<file path="config.mk">
export PLATFORM = sky130hd
export DESIGN_NAME = lisp_token_scanner
export DESIGN_NICKNAME = d
export VERILOG_FILES = /design/src/sv/lts_pkg.sv /design/src/sv/lts_front.sv /design/src/sv/lts_queue.sv /design/src/sv/lts_back.sv /design/src/sv/lisp_token_scanner.sv
export SDC_FILE = /design/constraint.sdc
export NUM_CORES = 1
export LEC_CHECK = 0
export BUFFER_PORTS_ARGS = -buffer_cell sky130_fd_sc_hd__buf_2
export CORE_MARGIN = 2
export CORE_UTILIZATION = 65
export DETAILED_ROUTE_END_ITERATION = 7
export PLACE_DENSITY = 0.82
export SLEW_MARGIN = 40
export SYNTH_ARGS = -nofsm -noshare
export SYNTH_HDL_FRONTEND = slang
export SYNTH_SLANG_ARGS = --single-unit
</file>
<file path="constraint.sdc">
create_clock -name clk -period 10.21 [get_ports clk]
set_input_delay 2.5525 -clock clk [delete_from_list [all_inputs] [get_ports clk]]
set_output_delay 2.5525 -clock clk [all_outputs]
set_load 0.02 [all_outputs]
</file>
<file path="src/sv/lts_pkg.sv">
package lts_pkg;

	localparam int POSITION_BITS_DEF = 16;
	localparam int QUEUE_DEPTH_DEF   = 4;
	localparam int TOK_PER_BYTE      = 3;

	localparam logic [4:0] K_LPAREN  = 5'd0;
	localparam logic [4:0] K_RPAREN  = 5'd1;
	localparam logic [4:0] K_MINUS   = 5'd2;
	localparam logic [4:0] K_PLUS    = 5'd3;
	localparam logic [4:0] K_STAR    = 5'd4;
	localparam logic [4:0] K_SLASH   = 5'd5;
	localparam logic [4:0] K_EQEQ    = 5'd6;
	localparam logic [4:0] K_LT      = 5'd7;
	localparam logic [4:0] K_LE      = 5'd8;
	localparam logic [4:0] K_GT      = 5'd9;
	localparam logic [4:0] K_GE      = 5'd10;
	localparam logic [4:0] K_QUOTE   = 5'd11;
	localparam logic [4:0] K_STRING  = 5'd12;
	localparam logic [4:0] K_NUMBER  = 5'd13;
	localparam logic [4:0] K_IDENT   = 5'd14;
	localparam logic [4:0] K_NIL     = 5'd15;
	localparam logic [4:0] K_DEFINE  = 5'd16;
	localparam logic [4:0] K_SET     = 5'd17;
	localparam logic [4:0] K_END     = 5'd18;
	localparam logic [4:0] K_ERRCHAR = 5'd19;
	localparam logic [4:0] K_ERRSTR  = 5'd20;

	typedef enum logic [10:0] {
		M_IDLE    = 11'b000_0000_0001,
		M_LPAREN  = 11'b000_0000_0010,
		M_EQ      = 11'b000_0000_0100,
		M_LT      = 11'b000_0000_1000,
		M_GT      = 11'b000_0001_0000,
		M_NUM     = 11'b000_0010_0000,
		M_NUMDOT  = 11'b000_0100_0000,
		M_FRAC    = 11'b000_1000_0000,
		M_IDENT   = 11'b001_0000_0000,
		M_STRING  = 11'b010_0000_0000,
		M_COMMENT = 11'b100_0000_0000
	} mode_t;

	typedef struct packed {
		logic [7:0] char_code;
		logic       end_of_input;
	} in_t;

	typedef struct packed {
		logic [4:0]  token_kind;
		logic [15:0] token_start;
		logic [15:0] token_length;
		logic [15:0] token_line;
		logic        last_of_run;
	} out_t;

	typedef struct packed {
		logic [4:0]  kind;
		logic [15:0] start;
		logic [15:0] length;
	} tok_t;

	typedef struct packed {
		tok_t [TOK_PER_BYTE-1:0] toks;
		logic [1:0]              count;
		logic [15:0]             line;
	} bundle_t;

	typedef struct packed {
		logic full;
		logic empty;
	} q_stat_t;

endpackage

</file>
<file path="src/sv/lts_front.sv">
module lts_front #(
	parameter int POSITION_BITS = lts_pkg::POSITION_BITS_DEF
) (
	input  logic            clk,
	input  logic            arst_n,
	input  logic            byte_valid,
	output logic            byte_stall,
	input  lts_pkg::in_t    byte_data,
	input  lts_pkg::q_stat_t q_stat,
	output logic            push,
	output lts_pkg::bundle_t bundle
);
	import lts_pkg::*;

	localparam int P     = POSITION_BITS;
	localparam int EXT_W = (P > 16) ? P : 16;
	localparam logic [P-1:0] POS_MAX = {P{1'b1}};
	localparam logic [P-1:0] POS_ONE = P'(1);

	localparam logic [3:0] KW_NONE   = 4'd0;
	localparam logic [3:0] KW_N      = 4'd1;
	localparam logic [3:0] KW_NI     = 4'd2;
	localparam logic [3:0] KW_NIL    = 4'd3;
	localparam logic [3:0] KW_D      = 4'd4;
	localparam logic [3:0] KW_DE     = 4'd5;
	localparam logic [3:0] KW_DEF    = 4'd6;
	localparam logic [3:0] KW_DEFI   = 4'd7;
	localparam logic [3:0] KW_DEFIN  = 4'd8;
	localparam logic [3:0] KW_DEFINE = 4'd9;
	localparam logic [3:0] KW_S      = 4'd10;
	localparam logic [3:0] KW_SE     = 4'd11;
	localparam logic [3:0] KW_SET    = 4'd12;

	localparam logic [7:0] CH_LPAREN = 8'h28;
	localparam logic [7:0] CH_RPAREN = 8'h29;
	localparam logic [7:0] CH_MINUS  = 8'h2D;
	localparam logic [7:0] CH_PLUS   = 8'h2B;
	localparam logic [7:0] CH_STAR   = 8'h2A;
	localparam logic [7:0] CH_SLASH  = 8'h2F;
	localparam logic [7:0] CH_EQ     = 8'h3D;
	localparam logic [7:0] CH_LT     = 8'h3C;
	localparam logic [7:0] CH_GT     = 8'h3E;
	localparam logic [7:0] CH_SEMI   = 8'h3B;
	localparam logic [7:0] CH_SPACE  = 8'h20;
	localparam logic [7:0] CH_CR     = 8'h0D;
	localparam logic [7:0] CH_TAB    = 8'h09;
	localparam logic [7:0] CH_LF     = 8'h0A;
	localparam logic [7:0] CH_DQUOTE = 8'h22;
	localparam logic [7:0] CH_SQUOTE = 8'h27;
	localparam logic [7:0] CH_DOT    = 8'h2E;
	localparam logic [7:0] CH_UNDER  = 8'h5F;
	localparam logic [7:0] CH_QMARK  = 8'h3F;

	mode_t          mode_q, mode_n;
	logic [P-1:0]   begin_q, begin_n;
	logic [P-1:0]   pos_q, pos_n;
	logic [15:0]    line_q, line_n;
	logic [3:0]     kw_q, kw_n;

	logic [P-1:0]   pos_inc, cur_len, two;
	logic [15:0]    line_inc;
	logic [7:0]     c, lc;
	logic           accept, fall, do_flush;
	logic [1:0]     cnt;
	bundle_t        b;
	logic [4:0]     ident_kind;

	function automatic logic [15:0] sat16(input logic [P-1:0] v);
		logic [EXT_W-1:0] e;
		e = EXT_W'(v);
		return (e > EXT_W'(16'hFFFF)) ? 16'hFFFF : e[15:0];
	endfunction

	function automatic logic is_digit(input logic [7:0] ch);
		return (ch >= 8'h30) && (ch <= 8'h39);
	endfunction

	function automatic logic is_alpha(input logic [7:0] ch);
		return ((ch >= 8'h61) && (ch <= 8'h7A)) || ((ch >= 8'h41) && (ch <= 8'h5A)) ||
			(ch == CH_UNDER) || (ch == CH_QMARK);
	endfunction

	function automatic logic [3:0] kw_first(input logic [7:0] ch);
		unique case (ch)
			8'h6E:   return KW_N;
			8'h64:   return KW_D;
			8'h73:   return KW_S;
			default: return KW_NONE;
		endcase
	endfunction

	function automatic logic [3:0] kw_next(input logic [3:0] s, input logic [7:0] ch);
		unique case (s)
			KW_N:     return (ch == 8'h69) ? KW_NI : KW_NONE;
			KW_NI:    return (ch == 8'h6C) ? KW_NIL : KW_NONE;
			KW_D:     return (ch == 8'h65) ? KW_DE : KW_NONE;
			KW_DE:    return (ch == 8'h66) ? KW_DEF : KW_NONE;
			KW_DEF:   return (ch == 8'h69) ? KW_DEFI : KW_NONE;
			KW_DEFI:  return (ch == 8'h6E) ? KW_DEFIN : KW_NONE;
			KW_DEFIN: return (ch == 8'h65) ? KW_DEFINE : KW_NONE;
			KW_S:     return (ch == 8'h65) ? KW_SE : KW_NONE;
			KW_SE:    return (ch == 8'h74) ? KW_SET : KW_NONE;
			default:  return KW_NONE;
		endcase
	endfunction

	assign byte_stall = q_stat.full;
	assign accept     = byte_valid && !q_stat.full;
	assign c          = byte_data.char_code;
	assign lc         = ((c >= 8'h41) && (c <= 8'h5A)) ? (c | 8'h20) : c;

	always_comb begin
		unique case (kw_q)
			KW_NIL:    ident_kind = K_NIL;
			KW_DEFINE: ident_kind = K_DEFINE;
			KW_SET:    ident_kind = K_SET;
			default:   ident_kind = K_IDENT;
		endcase
	end

	always_comb begin
		mode_n   = mode_q;
		begin_n  = begin_q;
		pos_n    = pos_q;
		line_n   = line_q;
		kw_n     = kw_q;
		b        = '0;
		b.line   = line_q;
		cnt      = 2'd0;
		fall     = 1'b0;
		do_flush = byte_data.end_of_input;
		pos_inc  = (pos_q == POS_MAX) ? pos_q : pos_q + POS_ONE;
		cur_len  = pos_q - begin_q;
		two      = pos_inc - begin_q;
		line_inc = (line_q == 16'hFFFF) ? line_q : line_q + 16'd1;

		if (!byte_data.end_of_input) begin
			unique case (mode_q)
				M_LPAREN: begin
					if (c == CH_RPAREN) begin
						b.toks[cnt] = '{kind: K_NIL, start: sat16(begin_q), length: sat16(two)};
						cnt = cnt + 2'd1;
						mode_n = M_IDLE;
					end else begin
						fall = 1'b1;
					end
				end
				M_EQ, M_LT, M_GT: begin
					if (c == CH_EQ) begin
						b.toks[cnt].kind = (mode_q == M_EQ) ? K_EQEQ :
							(mode_q == M_LT) ? K_LE : K_GE;
						b.toks[cnt].start  = sat16(begin_q);
						b.toks[cnt].length = sat16(two);
						cnt = cnt + 2'd1;
						mode_n = M_IDLE;
					end else begin
						fall = 1'b1;
					end
				end
				M_NUM: begin
					if (c == CH_DOT) begin
						mode_n = M_NUMDOT;
					end else if (!is_digit(c)) begin
						fall = 1'b1;
					end
				end
				M_NUMDOT: begin
					if (is_digit(c)) begin
						mode_n = M_FRAC;
					end else begin
						fall = 1'b1;
					end
				end
				M_FRAC: begin
					fall = !is_digit(c);
				end
				M_IDENT: begin
					if (is_alpha(c) || is_digit(c)) begin
						kw_n = kw_next(kw_q, lc);
					end else begin
						fall = 1'b1;
					end
				end
				M_STRING: begin
					if (c == CH_DQUOTE) begin
						b.toks[cnt] = '{kind: K_STRING, start: sat16(begin_q), length: sat16(two)};
						cnt = cnt + 2'd1;
						mode_n = M_IDLE;
					end else if (c == CH_LF) begin
						line_n = line_inc;
					end
				end
				M_COMMENT: begin
					fall = (c == CH_LF);
				end
				default: begin
					fall = 1'b1;
				end
			endcase
		end

		if (do_flush || fall) begin
			unique case (mode_q)
				M_LPAREN: begin
					b.toks[cnt] = '{kind: K_LPAREN, start: sat16(begin_q), length: 16'd1};
					cnt = cnt + 2'd1;
				end
				M_EQ: begin
					b.toks[cnt] = '{kind: K_ERRCHAR, start: sat16(begin_q), length: 16'd1};
					cnt = cnt + 2'd1;
				end
				M_LT: begin
					b.toks[cnt] = '{kind: K_LT, start: sat16(begin_q), length: 16'd1};
					cnt = cnt + 2'd1;
				end
				M_GT: begin
					b.toks[cnt] = '{kind: K_GT, start: sat16(begin_q), length: 16'd1};
					cnt = cnt + 2'd1;
				end
				M_NUM, M_FRAC: begin
					b.toks[cnt] = '{kind: K_NUMBER, start: sat16(begin_q), length: sat16(cur_len)};
					cnt = cnt + 2'd1;
				end
				M_NUMDOT: begin
					b.toks[cnt].kind   = K_NUMBER;
					b.toks[cnt].start  = sat16(begin_q);
					b.toks[cnt].length = sat16((cur_len != '0) ? cur_len - POS_ONE : '0);
					cnt = cnt + 2'd1;
					b.toks[cnt].kind   = K_ERRCHAR;
					b.toks[cnt].start  = sat16((pos_q != '0) ? pos_q - POS_ONE : '0);
					b.toks[cnt].length = 16'd1;
					cnt = cnt + 2'd1;
				end
				M_IDENT: begin
					b.toks[cnt] = '{kind: ident_kind, start: sat16(begin_q), length: sat16(cur_len)};
					cnt = cnt + 2'd1;
				end
				M_STRING: begin
					b.toks[cnt] = '{kind: K_ERRSTR, start: sat16(begin_q), length: sat16(cur_len)};
					cnt = cnt + 2'd1;
				end
				default: begin
				end
			endcase
		end

		if (fall) begin
			mode_n  = M_IDLE;
			kw_n    = KW_NONE;
			begin_n = pos_q;
			unique case (c)
				CH_LPAREN: mode_n = M_LPAREN;
				CH_EQ:     mode_n = M_EQ;
				CH_LT:     mode_n = M_LT;
				CH_GT:     mode_n = M_GT;
				CH_SEMI:   mode_n = M_COMMENT;
				CH_DQUOTE: mode_n = M_STRING;
				CH_LF:     line_n = line_inc;
				CH_SPACE, CH_CR, CH_TAB: begin
				end
				CH_RPAREN, CH_MINUS, CH_PLUS, CH_STAR, CH_SLASH, CH_SQUOTE: begin
					unique case (c)
						CH_RPAREN: b.toks[cnt].kind = K_RPAREN;
						CH_MINUS:  b.toks[cnt].kind = K_MINUS;
						CH_PLUS:   b.toks[cnt].kind = K_PLUS;
						CH_STAR:   b.toks[cnt].kind = K_STAR;
						CH_SLASH:  b.toks[cnt].kind = K_SLASH;
						default:   b.toks[cnt].kind = K_QUOTE;
					endcase
					b.toks[cnt].start  = sat16(pos_q);
					b.toks[cnt].length = 16'd1;
					cnt = cnt + 2'd1;
				end
				default: begin
					if (is_digit(c)) begin
						mode_n = M_NUM;
					end else if (is_alpha(c)) begin
						mode_n = M_IDENT;
						kw_n   = kw_first(lc);
					end else begin
						b.toks[cnt] = '{kind: K_ERRCHAR, start: sat16(pos_q), length: 16'd1};
						cnt = cnt + 2'd1;
					end
				end
			endcase
		end

		if (byte_data.end_of_input) begin
			b.toks[cnt] = '{kind: K_END, start: sat16(pos_q), length: 16'd0};
			cnt = cnt + 2'd1;
			mode_n  = M_IDLE;
			begin_n = '0;
			pos_n   = '0;
			line_n  = 16'd1;
			kw_n    = KW_NONE;
		end else begin
			pos_n = pos_inc;
		end
		b.count = cnt;
	end

	assign push   = accept && (cnt != 2'd0);
	assign bundle = b;

	always_ff @(posedge clk or negedge arst_n) begin
		if (!arst_n) begin
			mode_q  <= M_IDLE;
			begin_q <= '0;
			pos_q   <= '0;
			line_q  <= 16'd1;
			kw_q    <= KW_NONE;
		end else if (accept) begin
			mode_q  <= mode_n;
			begin_q <= begin_n;
			pos_q   <= pos_n;
			line_q  <= line_n;
			kw_q    <= kw_n;
		end
	end

endmodule

</file>
<file path="src/sv/lts_queue.sv">
module lts_queue #(
	parameter int DEPTH = lts_pkg::QUEUE_DEPTH_DEF
) (
	input  logic             clk,
	input  logic             arst_n,
	input  logic             push,
	input  lts_pkg::bundle_t wr_data,
	input  logic             pop,
	output lts_pkg::bundle_t rd_data,
	output lts_pkg::q_stat_t stat
);
	import lts_pkg::*;

	localparam int AW = (DEPTH > 1) ? $clog2(DEPTH) : 1;
	localparam int CW = $clog2(DEPTH + 1);

	bundle_t         mem_q [DEPTH];
	logic [AW-1:0]   wr_ptr_q, rd_ptr_q;
	logic [CW-1:0]   cnt_q;
	logic            do_push, do_pop;

	assign stat.full  = (cnt_q == CW'(DEPTH));
	assign stat.empty = (cnt_q == '0);
	assign do_push    = push && !stat.full;
	assign do_pop     = pop && !stat.empty;
	assign rd_data    = mem_q[rd_ptr_q];

	always_ff @(posedge clk) begin
		if (do_push) begin
			mem_q[wr_ptr_q] <= wr_data;
		end
	end

	always_ff @(posedge clk or negedge arst_n) begin
		if (!arst_n) begin
			wr_ptr_q <= '0;
			rd_ptr_q <= '0;
			cnt_q    <= '0;
		end else begin
			if (do_push) begin
				wr_ptr_q <= (wr_ptr_q == AW'(DEPTH - 1)) ? '0 : wr_ptr_q + AW'(1);
			end
			if (do_pop) begin
				rd_ptr_q <= (rd_ptr_q == AW'(DEPTH - 1)) ? '0 : rd_ptr_q + AW'(1);
			end
			if (do_push && !do_pop) begin
				cnt_q <= cnt_q + CW'(1);
			end else if (do_pop && !do_push) begin
				cnt_q <= cnt_q - CW'(1);
			end
		end
	end

endmodule

</file>
<file path="src/sv/lts_back.sv">
module lts_back (
	input  logic             clk,
	input  logic             arst_n,
	input  lts_pkg::q_stat_t q_stat,
	input  lts_pkg::bundle_t head,
	output logic             pop,
	output logic             tok_valid,
	input  logic             tok_stall,
	output lts_pkg::out_t    tok_data
);
	import lts_pkg::*;

	logic [1:0] idx_q;
	logic       val_q;
	out_t       data_q;
	logic       load, take, last;

	assign load = !val_q || !tok_stall;
	assign take = load && !q_stat.empty;
	assign last = (idx_q == head.count - 2'd1);
	assign pop  = take && last;

	always_ff @(posedge clk or negedge arst_n) begin
		if (!arst_n) begin
			val_q <= 1'b0;
			idx_q <= 2'd0;
		end else begin
			if (load) begin
				val_q <= !q_stat.empty;
			end
			if (take) begin
				idx_q <= last ? 2'd0 : idx_q + 2'd1;
			end
		end
	end

	always_ff @(posedge clk) begin
		if (take) begin
			data_q.token_kind   <= head.toks[idx_q].kind;
			data_q.token_start  <= head.toks[idx_q].start;
			data_q.token_length <= head.toks[idx_q].length;
			data_q.token_line   <= head.line;
			data_q.last_of_run  <= last;
		end
	end

	assign tok_valid = val_q;
	assign tok_data  = data_q;

endmodule

</file>
<file path="src/sv/lisp_token_scanner.sv">
// Tokens of a completing byte enter the bundle queue, then the output register.
// Throughput: one byte per cycle in; one token per cycle out while tok_stall is low.
// A byte's two or three tokens go out in turn; the bundle queue stalls input when full.
// Reset (arst_n low): scanner idle, position 0, line 1, queue empty, no token valid.
module lisp_token_scanner #(
	parameter int POSITION_BITS = lts_pkg::POSITION_BITS_DEF,
	parameter int QUEUE_DEPTH   = lts_pkg::QUEUE_DEPTH_DEF
) (
	input  logic          clk,
	input  logic          arst_n,
	input  logic          byte_valid,
	output logic          byte_stall,
	input  lts_pkg::in_t  byte_data,
	output logic          tok_valid,
	input  logic          tok_stall,
	output lts_pkg::out_t tok_data
);
	import lts_pkg::*;

	q_stat_t q_stat;
	bundle_t wr_bundle, head;
	logic    push, pop;

	lts_front #(
		.POSITION_BITS(POSITION_BITS)
	) u_front (
		.clk        (clk),
		.arst_n     (arst_n),
		.byte_valid (byte_valid),
		.byte_stall (byte_stall),
		.byte_data  (byte_data),
		.q_stat     (q_stat),
		.push       (push),
		.bundle     (wr_bundle)
	);

	lts_queue #(
		.DEPTH(QUEUE_DEPTH)
	) u_queue (
		.clk     (clk),
		.arst_n  (arst_n),
		.push    (push),
		.wr_data (wr_bundle),
		.pop     (pop),
		.rd_data (head),
		.stat    (q_stat)
	);

	lts_back u_back (
		.clk       (clk),
		.arst_n    (arst_n),
		.q_stat    (q_stat),
		.head      (head),
		.pop       (pop),
		.tok_valid (tok_valid),
		.tok_stall (tok_stall),
		.tok_data  (tok_data)
	);

	a_queue_state: assert property (@(posedge clk) disable iff (!arst_n)
		!(q_stat.full && q_stat.empty))
		else $error("queue reports full and empty");

	a_end_last: assert property (@(posedge clk) disable iff (!arst_n)
		tok_valid && (tok_data.token_kind == K_END) |-> tok_data.last_of_run)
		else $error("end token not last of its run");

	a_line_nonzero: assert property (@(posedge clk) disable iff (!arst_n)
		tok_valid |-> (tok_data.token_line != 16'd0))
		else $error("token line is zero");

	a_pop_nonempty: assert property (@(posedge clk) disable iff (!arst_n)
		pop |-> !q_stat.empty && (head.count != 2'd0))
		else $error("pop from empty queue or empty bundle");

endmodule

</file>
==> results of run 1 <==
==> logic make-up after synthesis <==
group	Yosys count	synth area share [%]
AOI/OAI and AO/OA	390	9.87
DFF	583	62.3
muxes	162	11.2
other	1	0.0136
and+or+nand+nor	502	9.26
adders and majority gates	50	2.36
xor gates and xnor gates	71	2.26
buffers and inverters	189	2.73
==> critical path: stages <==
cell      delay, ns
buf_2          0.15
or4b_4         0.59
nor3_1         0.24
o22ai_1        0.18
nor3b_2        0.31
nand3_1        0.39
a21oi_1        0.47
inv_1          0.09
ha_1           0.32
mux2i_4        0.15
nand2_2        0.10
o21a_1         0.17
ha_1           0.31
nand2b_1       0.19
a31oi_4        0.32
and2_4         0.59
buf_4          0.51
==> per-stage QoR <==
step | instances | utilization (%) | total power, mW | setup slack (ns) | hold WS (ns)
6_report | 2628 | 72.6 | 8.61 | 2.77 | 0.496
5_1_grt | 2628 | 72.6 | 8.99 | 2.56 | 0.522
4_1_cts | 2627 | 72.5 | 8.61 | 2.82 | 0.492
3_5_place_dp | 2525 | 68.5 | 6.64 | 2.24 | 0.478
3_3_place_gp | 2521 | 68.2 | 6.55 | 2.29 | 0.473
2_1_floorplan | 2007 | - | 5.77 | 1.20 | 0.456
==> state kept, by name, indices dropped and copies added (netlist names) <==
signal / flops
u_back.idx_q: 2
u_front.kw_q: 4
u_back.tok_valid: 1
u_front.mode_q: 11
u_queue.rd_ptr_q: 2
u_queue.cnt_q: 3
u_front.line_q: 16
u_front.begin_q: 16
u_back.tok_data: 54
u_queue.wr_ptr_q: 2
u_front.pos_q: 16
u_queue.mem_q: 456
==> final timing paths <==
path | start | endpoint | slack, ns | cells past startpoint
min | u_queue.cnt_q[2] | u_queue.cnt_q[2] | 0.50 | 1
min in group asynchronous | arst_n | u_front.line_q[9] | 1.96 | 1
max | byte_data[8] | u_queue.mem_q[2][116] | 2.77 | 17
min reg2reg | u_queue.cnt_q[2] | u_queue.cnt_q[2] | 0.50 | 1
max in group asynchronous | arst_n | u_front.begin_q[13] | 7.64 | 1
max reg2reg | u_front.mode_q[3] | u_queue.mem_q[2][116] | 4.21 | 17
==> Yosys cell counts (all sizes together), types with 6 or more instances <==
cell | count | area share (%)
edfxtp | 510 | 56
nand2 | 135 | 1.9
mux4 | 114 | 9.3
nor2 | 114 | 1.6
a21oi | 94 | 1.8
clkbuf | 81 | 1.1
inv | 73 | 1.0
dfrtp | 71 | 6.5
o21ai | 67 | 1.2
nor3 | 57 | 1.1
xnor2 | 52 | 1.7
ha | 47 | 2.1
mux2i | 44 | 1.6
a22o | 41 | 1.3
nand3 | 39 | 0.71
buf | 34 | 0.61
o22ai | 33 | 0.80
and2 | 26 | 0.60
o31ai | 24 | 0.69
nand2b | 19 | 0.43
nor4 | 19 | 0.48
xor2 | 19 | 0.61
nand4 | 18 | 0.41
a22oi | 15 | 0.41
a31oi | 15 | 0.40
a21o | 14 | 0.38
nor2b | 14 | 0.32
or3 | 13 | 0.33
a211oi | 11 | 0.34
and3 | 11 | 0.27
o211ai | 8 | 0.22
o21a | 8 | 0.22
o41ai | 8 | 0.28
nor3b | 7 | 0.23
or2 | 6 | 0.14
==> final cells by class <==
| class | count | area, µm² |
|---|---|---|
| Inverter | 74 | 278 |
| Tap cell | 539 | 674 |
| Fill cell | 2664 | 11500 |
| Timing Repair Buffer | 95 | 669 |
| Sequential cell | 583 | 17200 |
| Multi-Input combinational cell | 1235 | 9900 |
| Clock inverter | 35 | 238 |
| Clock buffer | 67 | 1460 |
==> report_power, final <==
group	leakage, nW	switching, mW	internal, mW
clock network	0.829	0.869	1.07
registers	5.70	0.264	3.22
logic	4.14	1.91	1.27
==> metal layers <==
layer  wire, µm  global-route usage (%)  vias to the layer above
met2      33100                    50.5                      911
met3       4900                    4.56                      161
met4       2400                    12.1                        0
li1           -                       -                     7734
met5          0                       0                        -
met1      25300                    40.7                     8949
==> placed cells by master (no fill, tap or decap), types with 9 or more instances in the layout <==
cell       netlist  layout
edfxtp_1       510     510
nand2_1        133     132
mux4_2         114     114
nor2_1         112     112
a21oi_1         92      89
inv_1           73      73
buf_2           15      67
dfrtp_1         71      67
o21ai_0         64      64
conb_1           1      60
clkbuf_16        0      57
nor3_1          56      55
xnor2_1         52      52
ha_1            47      47
mux2i_1         43      43
a22o_1          41      41
nand3_1         39      39
o22ai_1         32      32
o31ai_1         22      22
and2_1          25      21
nand2b_1        19      19
xor2_1          19      19
nand4_1         18      18
nor4_1          17      16
a22oi_1         15      15
nor2b_1         14      14
a21o_1          14      14
clkinv_1         1      14
a31oi_1         14      14
buf_4            0      14
or3_1           11      11
clkinv_2         0      11
and3_1          10      10
clkbuf_1        81      10
a211oi_1         9       9
==> metrics.md, run 1 <==
| Metric | Value |
|---|---|
| Syn Inst Count | 1948 |
| Cell Rows | 75 |
| Share of post-route cells with drive strength above 1 | 16.7% |
| Clk_lat worst skew | 0.61 ns |
| Total grt overflow | 0 |
| Status | finished clean |
| FFs w/ async S/R, synth | 12.5% |
| Initial antenna violation count | 0 |
| Area Overhead vs Synth | 10.4% |
| Max_cap viols | 0 |
| Antenna diodes | 0 |
| Via Count | 17.8k |
| First-pass GRT wire length | 101000 µm |
| Synthesized cell area | 27500 µm² |
| Reg clk slew, reported paths | 0.07 ns |
| CTS Root Cell | clkbuf_16 |
| Post-synth EDFFs | 510 |
| Worst vdd ir | 0.000307 V |
| Drt drc | 0 |
| Num Clock Sinks | 583 |
| Avg WL per Cell | 25.0 µm |
| Pwr Density | 283 nW/µm² |
| Distinct cells, synth | 98 |
| Final Skew | 0.0271 ns |
| Avg Cell Area, Syn | 14.1 µm² |
| 1st-iter DRT viols | 2049 |
| Min Tclk post-route | 7.44 ns |
| Maximum buffer depth of the clock tree | 3 |
| Die area | 44000 µm² |
| Worst min path class | flip-flop to flip-flop |
| Hold bufs inserted after CTS | 0 |
| Post-CTS Resized | 0 |
| Pleak | 10.7 nW |
| Tcrit/Tclk final | 72.8% |
| Starting Density | 65.7% |
| Placer congestion estimate | 0.939 |
| Worst slew pin tran | 0.800 ns |
| DP HPWL | 41300 µm |
| Largest net degree at the start of global routing | 74 |
| Critical Path Source Type | primary input |
| Layout Nets | 2107 |
| H-tree depth | 2 |
| Setup violators final | 0 |
| Hold Vio Cnt, Final | 0 |
| Seq cells post-synth | 583 |
| Die Ht | 210 µm |
| Setup tns final | 0 ns |
| CTS tree | yes |
| Routed vias/inst | 6.76 |
| Vias in the first global route | 17.8k |
| Relative slew slack | 46.7% |
| GRT Total Usage | 30.2% |
| Post-CTS setup buffer count | 0 |
| Final Cell Area | 30400 µm² |
| Worst EP arrival | 7.67 ns |
| Crit Path Category | primary input to flip-flop |
| CP max FO | 36 |
| Final slew viol count | 0 |
| Antenna viol nets, final | 0 |
| Final wirelength | 65700 µm |
| Seq/Total Area, Yosys | 62.3% |
| CP Data Required Time | 10.44 ns |
| TritonRoute pass-1 iters | 6 |
| Post-DP Area | 28700 µm² |
| RSZ-0062 raised after global routing | no |
| Ys flop type | edfxtp_1 |
| CP endpoint kind | flip-flop |
| Die width | 210 µm |
| Io pins | 69 |
| Number of warnings issued by yosys | 0 |
| CTS Buf Count | 55 |
| F_max | 134 MHz |
| Core Footprint | 41900 µm² |
| Port buffer count | 68 |
Note: power is estimated with default switching activity, not from simulation.
==> inputs of run 2 (changes only) <==
- CORE_UTILIZATION: 65 -> 63
- PLACE_DENSITY: 0.82 -> 0.8
- clock period: 10.21 -> 7.3 ns (I/O delays scaled with it)
==> run 2 against run 1 <==
Compared with the run above:
- clock power increased by 48%
- flip-flop and latch count unchanged
- critical path depth unchanged
==> metrics.md, run 2 (same netlist as run 1, synthesis figures left out) <==
| Metric | Value |
|---|---|
| CP endpoint kind | flip-flop |
| Worst EP arrival | 6.32 ns |
| Avg WL per Cell | 24.5 µm |
| Worst path top cell family by delay | simple AND/OR/NAND/NOR gates |
| Power, Total | 12.3 mW |
| Final Skew | 0.0168 ns |
| Die Ht | 213 µm |
| Num Clock Sinks | 583 |
| Switching share of power | 35.2% |
| CP Data Required Time | 7.55 ns |
| Most frequent CP cell | ha_1 |
| Final Cell Area | 30700 µm² |
| Post-CTS setup buffer count | 0 |
| CTS Buf Count | 56 |
| Most common cell after layout, fill and taps aside | edfxtp_1 |
| Post-DP Area | 28800 µm² |
| Clock share of power | 23.5% |
| Final slew viol count | 0 |
| Relative slew slack | 36.0% |
| Pleak | 10.8 nW |
| Cell chain of the critical path | buf_2, or4b_4, nor3_1, o22ai_1, nor3b_2, nand3_1, a21oi_1, inv_1, ha_1, mux2i_4, nand2_2, o21a_1, ha_1, nand2b_1, a31oi_4, and2_4, buf_12 |
| Post-CTS Resized | 0 |
| Layout Nets | 2117 |
| Hold bufs inserted after CTS | 0 |
| Port buffer count | 68 |
| Min Tclk post-route | 6.07 ns |
| Buf/Inv on CP | 3 |
| Total grt overflow | 0 |
| CTS tree | yes |
| F_max | 165 MHz |
| RSZ-0062 raised after global routing | no |
| Sequential share of power | 39.6% |
| Share of post-route cells with drive strength above 1 | 17.3% |
| Most flops, register | u_queue.mem_q |
| Crit Path Category | primary input to flip-flop |
| Reg clk slew, reported paths | 0.06 ns |
| First-pass GRT wire length | 102000 µm |
| Final wirelength | 65800 µm |
| Die area | 45300 µm² |
| Worst vdd ir | 0.000322 V |
| Antenna diodes | 0 |
| Max reg flops | 456 |
| Most frequent cells in the layout | edfxtp_1 (510), nand2_1 (132), mux4_2 (114) |
| Status | finished clean |
| Worst min path class | flip-flop to flip-flop |
| Placer congestion estimate | 0.946 |
| Max_cap viols | 0 |
| Die width | 213 µm |
| Critical Path Source Type | primary input |
| Cell Rows | 76 |
| Tcrit/Tclk final | 83.2% |
| 1st-iter DRT viols | 1986 |
| Setup tns final | 0 ns |
| Antenna viol nets, final | 0 |
| Final setup margin | 1.23 ns |
| TritonRoute pass-1 iters | 6 |
| Crit path largest cell delay | 0.57 ns |
| DP HPWL | 42400 µm |
| Drt drc | 0 |
| Worst slew pin tran | 0.956 ns |
| Initial antenna violation count | 0 |
| Setup violators final | 0 |
| Finished Core Util | 71.2% |
| Combinational share of power | 36.9% |
| Dpl ws | 0.681 ns |
| Via Count | 17.8k |
| GRT Total Usage | 30.0% |
| H-tree depth | 2 |
| Io pins | 69 |
| CP max FO | 71 |
| Vias in the first global route | 17.7k |
| CTS Root Cell | clkbuf_16 |
| Area Overhead vs Synth | 11.5% |
| CP max-delay cell | or4b_4 |
| Largest net degree at the start of global routing | 72 |
| Hold Vio Cnt, Final | 0 |
| Routed vias/inst | 6.61 |
| Pwr Density | 400 nW/µm² |
| Starting Density | 63.8% |
| P_int | 7.95 mW |
| Clk_lat worst skew | 0.62 ns |
| Core Footprint | 43100 µm² |
| Switching power | 4.32 mW |
| Maximum buffer depth of the clock tree | 3 |
==> run 2: area by class of cell <==
type,instances,area (µm²)
Clock buffer,66,1450
Tap cell,585,732
Sequential cell,583,17200
Clock inverter,40,400
Timing Repair Buffer,104,774
Fill cell,2756,12400
Multi-Input combinational cell,1235,9880
Inverter,74,278
==> run 2: metrics by stage <==
stage	cells	hold WS, ns
global placement	2576	0.477
global route	2687	0.532
detailed placement	2581	0.485
floorplan	2007	0.456
CTS	2687	0.493
finish	2687	0.497
==> run 2: per-layer routing <==
layer	global-route usage, %	up-vias	part of all wire [%]
met3	5.50	202	7.9
met1	40.4	8864	39
met2	49.2	948	49
met4	11.5	0	3.8
li1	-	7760	-
met5	0	-	0
==> run 2: power groups by stage <==
stage               sequential, mW  clock (mW)  combinational [mW]
CTS                           4.85        2.92                4.51
finish                        4.86        2.88                4.53
detailed placement            4.91           0                4.46
global route                  4.92        3.06                4.89
global placement              4.94           0                4.27
floorplan                     4.95           0                3.10
==> run 2: worst paths after layout <==
check                             startpoint                     to  cells past startpoint  slack [ns]
max                             byte_data[8]  u_queue.mem_q[0][119]                     17        1.23
min                         u_queue.cnt_q[2]       u_queue.cnt_q[2]                      1        0.50
max reg2reg                u_front.mode_q[3]  u_queue.mem_q[0][119]                     17        1.90
min reg2reg                 u_queue.cnt_q[2]       u_queue.cnt_q[2]                      1        0.50
max in group asynchronous             arst_n        u_back.idx_q[1]                      2        5.41
min in group asynchronous             arst_n    u_queue.rd_ptr_q[1]                      1        0.99
==> run 2: worst reg2reg max path, cell delays in order, from the launching register on <==
cell	delay, ns
dfrtp_1	0.50
or3_4	0.47
nor2_2	0.22
nand2_1	0.20
o31ai_2	0.75
a21oi_1	0.21
inv_1	0.10
a21oi_1	0.13
inv_1	0.08
ha_1	0.25
mux2i_4	0.15
nand2_2	0.10
o21a_1	0.16
ha_1	0.30
nand2b_1	0.20
a31oi_4	0.35
and2_4	0.35
buf_12	0.42
==> inputs of run 3 (changes only) <==
- CORE_UTILIZATION: 63 -> 57
- PLACE_DENSITY: 0.8 -> 0.77
- clock period: 7.3 -> 5.11 ns (I/O delays scaled with it)
==> run 3 against run 2 <==
Compared with the run above:
- clock power is 47% higher
- worst setup slack lost 0.89 ns
- final area grew 5.2%
- clock skew is 0.0011 ns lower
- sequential power is 41% higher
- combinational power rose by 54%
- final cell count up 6.4%
- routed wire length about the same
- first-iteration DRC count fell by 12%
- register-to-register slack got worse by 1.6 ns
- flip-flop and latch count unchanged
- critical endpoint is now u_queue.mem_q[3][21]
- highest routed layer unchanged
==> metrics.md, run 3 (same netlist as run 1, synthesis figures left out) <==
| Metric | Value |
|---|---|
| Max reg flops | 456 |
| 1st-iter DRT viols | 1753 |
| Area Overhead vs Synth | 17.3% |
| Via Count | 17.9k |
| Port buffer count | 68 |
| GRT Total Usage | 27.0% |
| CP endpoint kind | flip-flop |
| Worst slew pin tran | 0.748 ns |
| Switching power | 6.14 mW |
| Layout Nets | 2260 |
| Placed cells | 2753 |
| Worst hold slack | 0.496 ns |
| Antenna diodes | 0 |
| Worst EP arrival | 5.24 ns |
| CTS tree | yes |
| Vias in the first global route | 18.0k |
| Reg clk slew, reported paths | 0.06 ns |
| Max_cap viols | 0 |
| Largest net degree at the start of global routing | 68 |
| H-tree depth | 2 |
| CTS Buf Count | 56 |
| Most common cell after layout, fill and taps aside | edfxtp_1 |
| Most flops, register | u_queue.mem_q |
| Cell Rows | 80 |
| Avg WL per Cell | 23.0 µm |
| Die area | 50000 µm² |
| Crit Path Category | primary input to flip-flop |
| Post-CTS setup buffer count | 0 |
| TritonRoute pass-1 iters | 8 |
| Total grt overflow | 0 |
| Hold bufs inserted after CTS | 0 |
| Dpl ws | -0.247 ns |
| Placer congestion estimate | 0.962 |
| Pleak | 11.6 nW |
| Routed vias/inst | 6.25 |
| Register area | 17200 µm² |
| Final Non-Filler Cells | 2859 |
| Most frequent cells in the layout | edfxtp_1 (510), nand2_1 (133), buf_4 (133) |
| Worst min path class | flip-flop to flip-flop |
| Pwr Density | 560 nW/µm² |
| Combinational share of power | 38.6% |
| Antenna viol nets, final | 0 |
| Register-to-Register Setup Slack | 0.34 ns |
| Filler cells | 3236 |
| Min Tclk post-route | 4.78 ns |
| CTS Root Cell | clkbuf_16 |
| Switching share of power | 34.0% |
| P_int | 11.9 mW |
| Setup tns final | 0 ns |
| Die width | 224 µm |
| Final Skew | 0.0157 ns |
| Final wirelength | 65800 µm |
| First-pass GRT wire length | 104000 µm |
| DP HPWL | 45100 µm |
| Drt drc | 0 |
| Status | finished clean |
| Core Footprint | 47600 µm² |
| Critical Path Source Type | primary input |
| F_max | 209 MHz |
| Share of post-route cells with drive strength above 1 | 22.5% |
| Relative slew slack | 49.7% |
| Final setup margin | 0.331 ns |
| Maximum buffer depth of the clock tree | 3 |
| Num Clock Sinks | 583 |
| Post-DP Area | 30300 µm² |
| Tcrit/Tclk final | 93.5% |
| CP Data Required Time | 5.57 ns |
| Starting Density | 57.7% |
| Multi-input gate area | 9930 µm² |
| RSZ-0062 raised after global routing | no |
| Worst vdd ir | 0.000338 V |
| Clock share of power | 23.5% |
| Final Cell Area | 32300 µm² |
| Setup violators final | 0 |
| Sequential share of power | 37.9% |
| Final slew viol count | 0 |
| Clk_lat worst skew | 0.61 ns |
| CP max FO | 7 |
| Io pins | 69 |
| Initial antenna violation count | 0 |
| Die Ht | 224 µm |
| Hold Vio Cnt, Final | 0 |
## run 3: cell count changes in the layout (fill, tap and decap cells not counted), moves of 2 or more
cell / previous run / this run
a21oi_2: 0 / 2
buf_6: 2 / 4
bufinv_16: 6 / 8
clkinv_2: 13 / 5
clkbuf_1: 9 / 18
clkbuf_16: 56 / 58
clkbuf_8: 1 / 3
clkinvlp_4: 4 / 1
clkinv_4: 3 / 1
inv_6: 4 / 1
buf_12: 11 / 42
buf_4: 22 / 133
## run 3: final cells by class
cell class	instances	area share (%)
Clock inverter	26	1.06
Multi-Input combinational cell	1235	30.8
Tap cell	615	2.39
Inverter	74	0.861
Sequential cell	583	53.2
Timing Repair Buffer	247	6.90
Clock buffer	79	4.84
## run 3: power by group through the flow
stage          combinational [mW]  sequential (mW)  clock (mW)
2_1_floorplan                4.43             7.04           0
3_3_place_gp                 6.73             6.87           0
3_5_place_dp                 6.89             6.93           0
4_1_cts                      6.95             6.86        4.31
5_1_grt                      7.50             6.95        4.48
6_report                     6.98             6.85        4.24
## run 3: routing by layer
| metal | vias to the layer above | track usage (%) | routed length, µm |
|---|---|---|---|
| li1 | 8051 | - | - |
| met1 | 8981 | 36.3 | 27100 |
| met2 | 719 | 46.0 | 32800 |
| met3 | 126 | 4.05 | 4060 |
| met4 | 0 | 8.00 | 1780 |
| met5 | - | 0 | 0 |
## run 3: worst paths after layout
check,from,to,cells past startpoint
max,byte_data[8],u_queue.mem_q[3][21],18
min,u_front.mode_q[0],u_front.mode_q[0],2
max reg2reg,u_front.mode_q[6],u_queue.mem_q[3][21],18
min reg2reg,u_front.mode_q[0],u_front.mode_q[0],2
max in group asynchronous,arst_n,u_front.begin_q[15],2
min in group asynchronous,arst_n,u_front.begin_q[14],1
## run 3: stage by stage
stage	utilization (%)	power (mW)
final	67.7	18.1
after global routing	67.7	18.9
after CTS	67.6	18.1
after detailed placement	63.7	13.8
after global placement	63.6	13.6
after floorplan	-	11.5
## run 3: critical path: stages
cell and delay, ns:
buf_2 0.12, buf_4 0.13, nor4b_2 0.33, nand2_1 0.16, a21oi_1 0.18, nor3_1 0.09
or4b_4 0.52, o22ai_4 0.22, ha_4 0.24, mux2i_4 0.13, nand2_2 0.08, o21a_1 0.13
buf_4 0.14, ha_1 0.21, a32o_1 0.28, o21bai_2 0.30, a211oi_1 0.47, buf_4 0.23
## run 3: what timing repair did
action | CTS | global route
hold endpoints to repair | 0 | 0
gates resized for setup | 0 | 2
setup endpoints to repair | 0 | 4
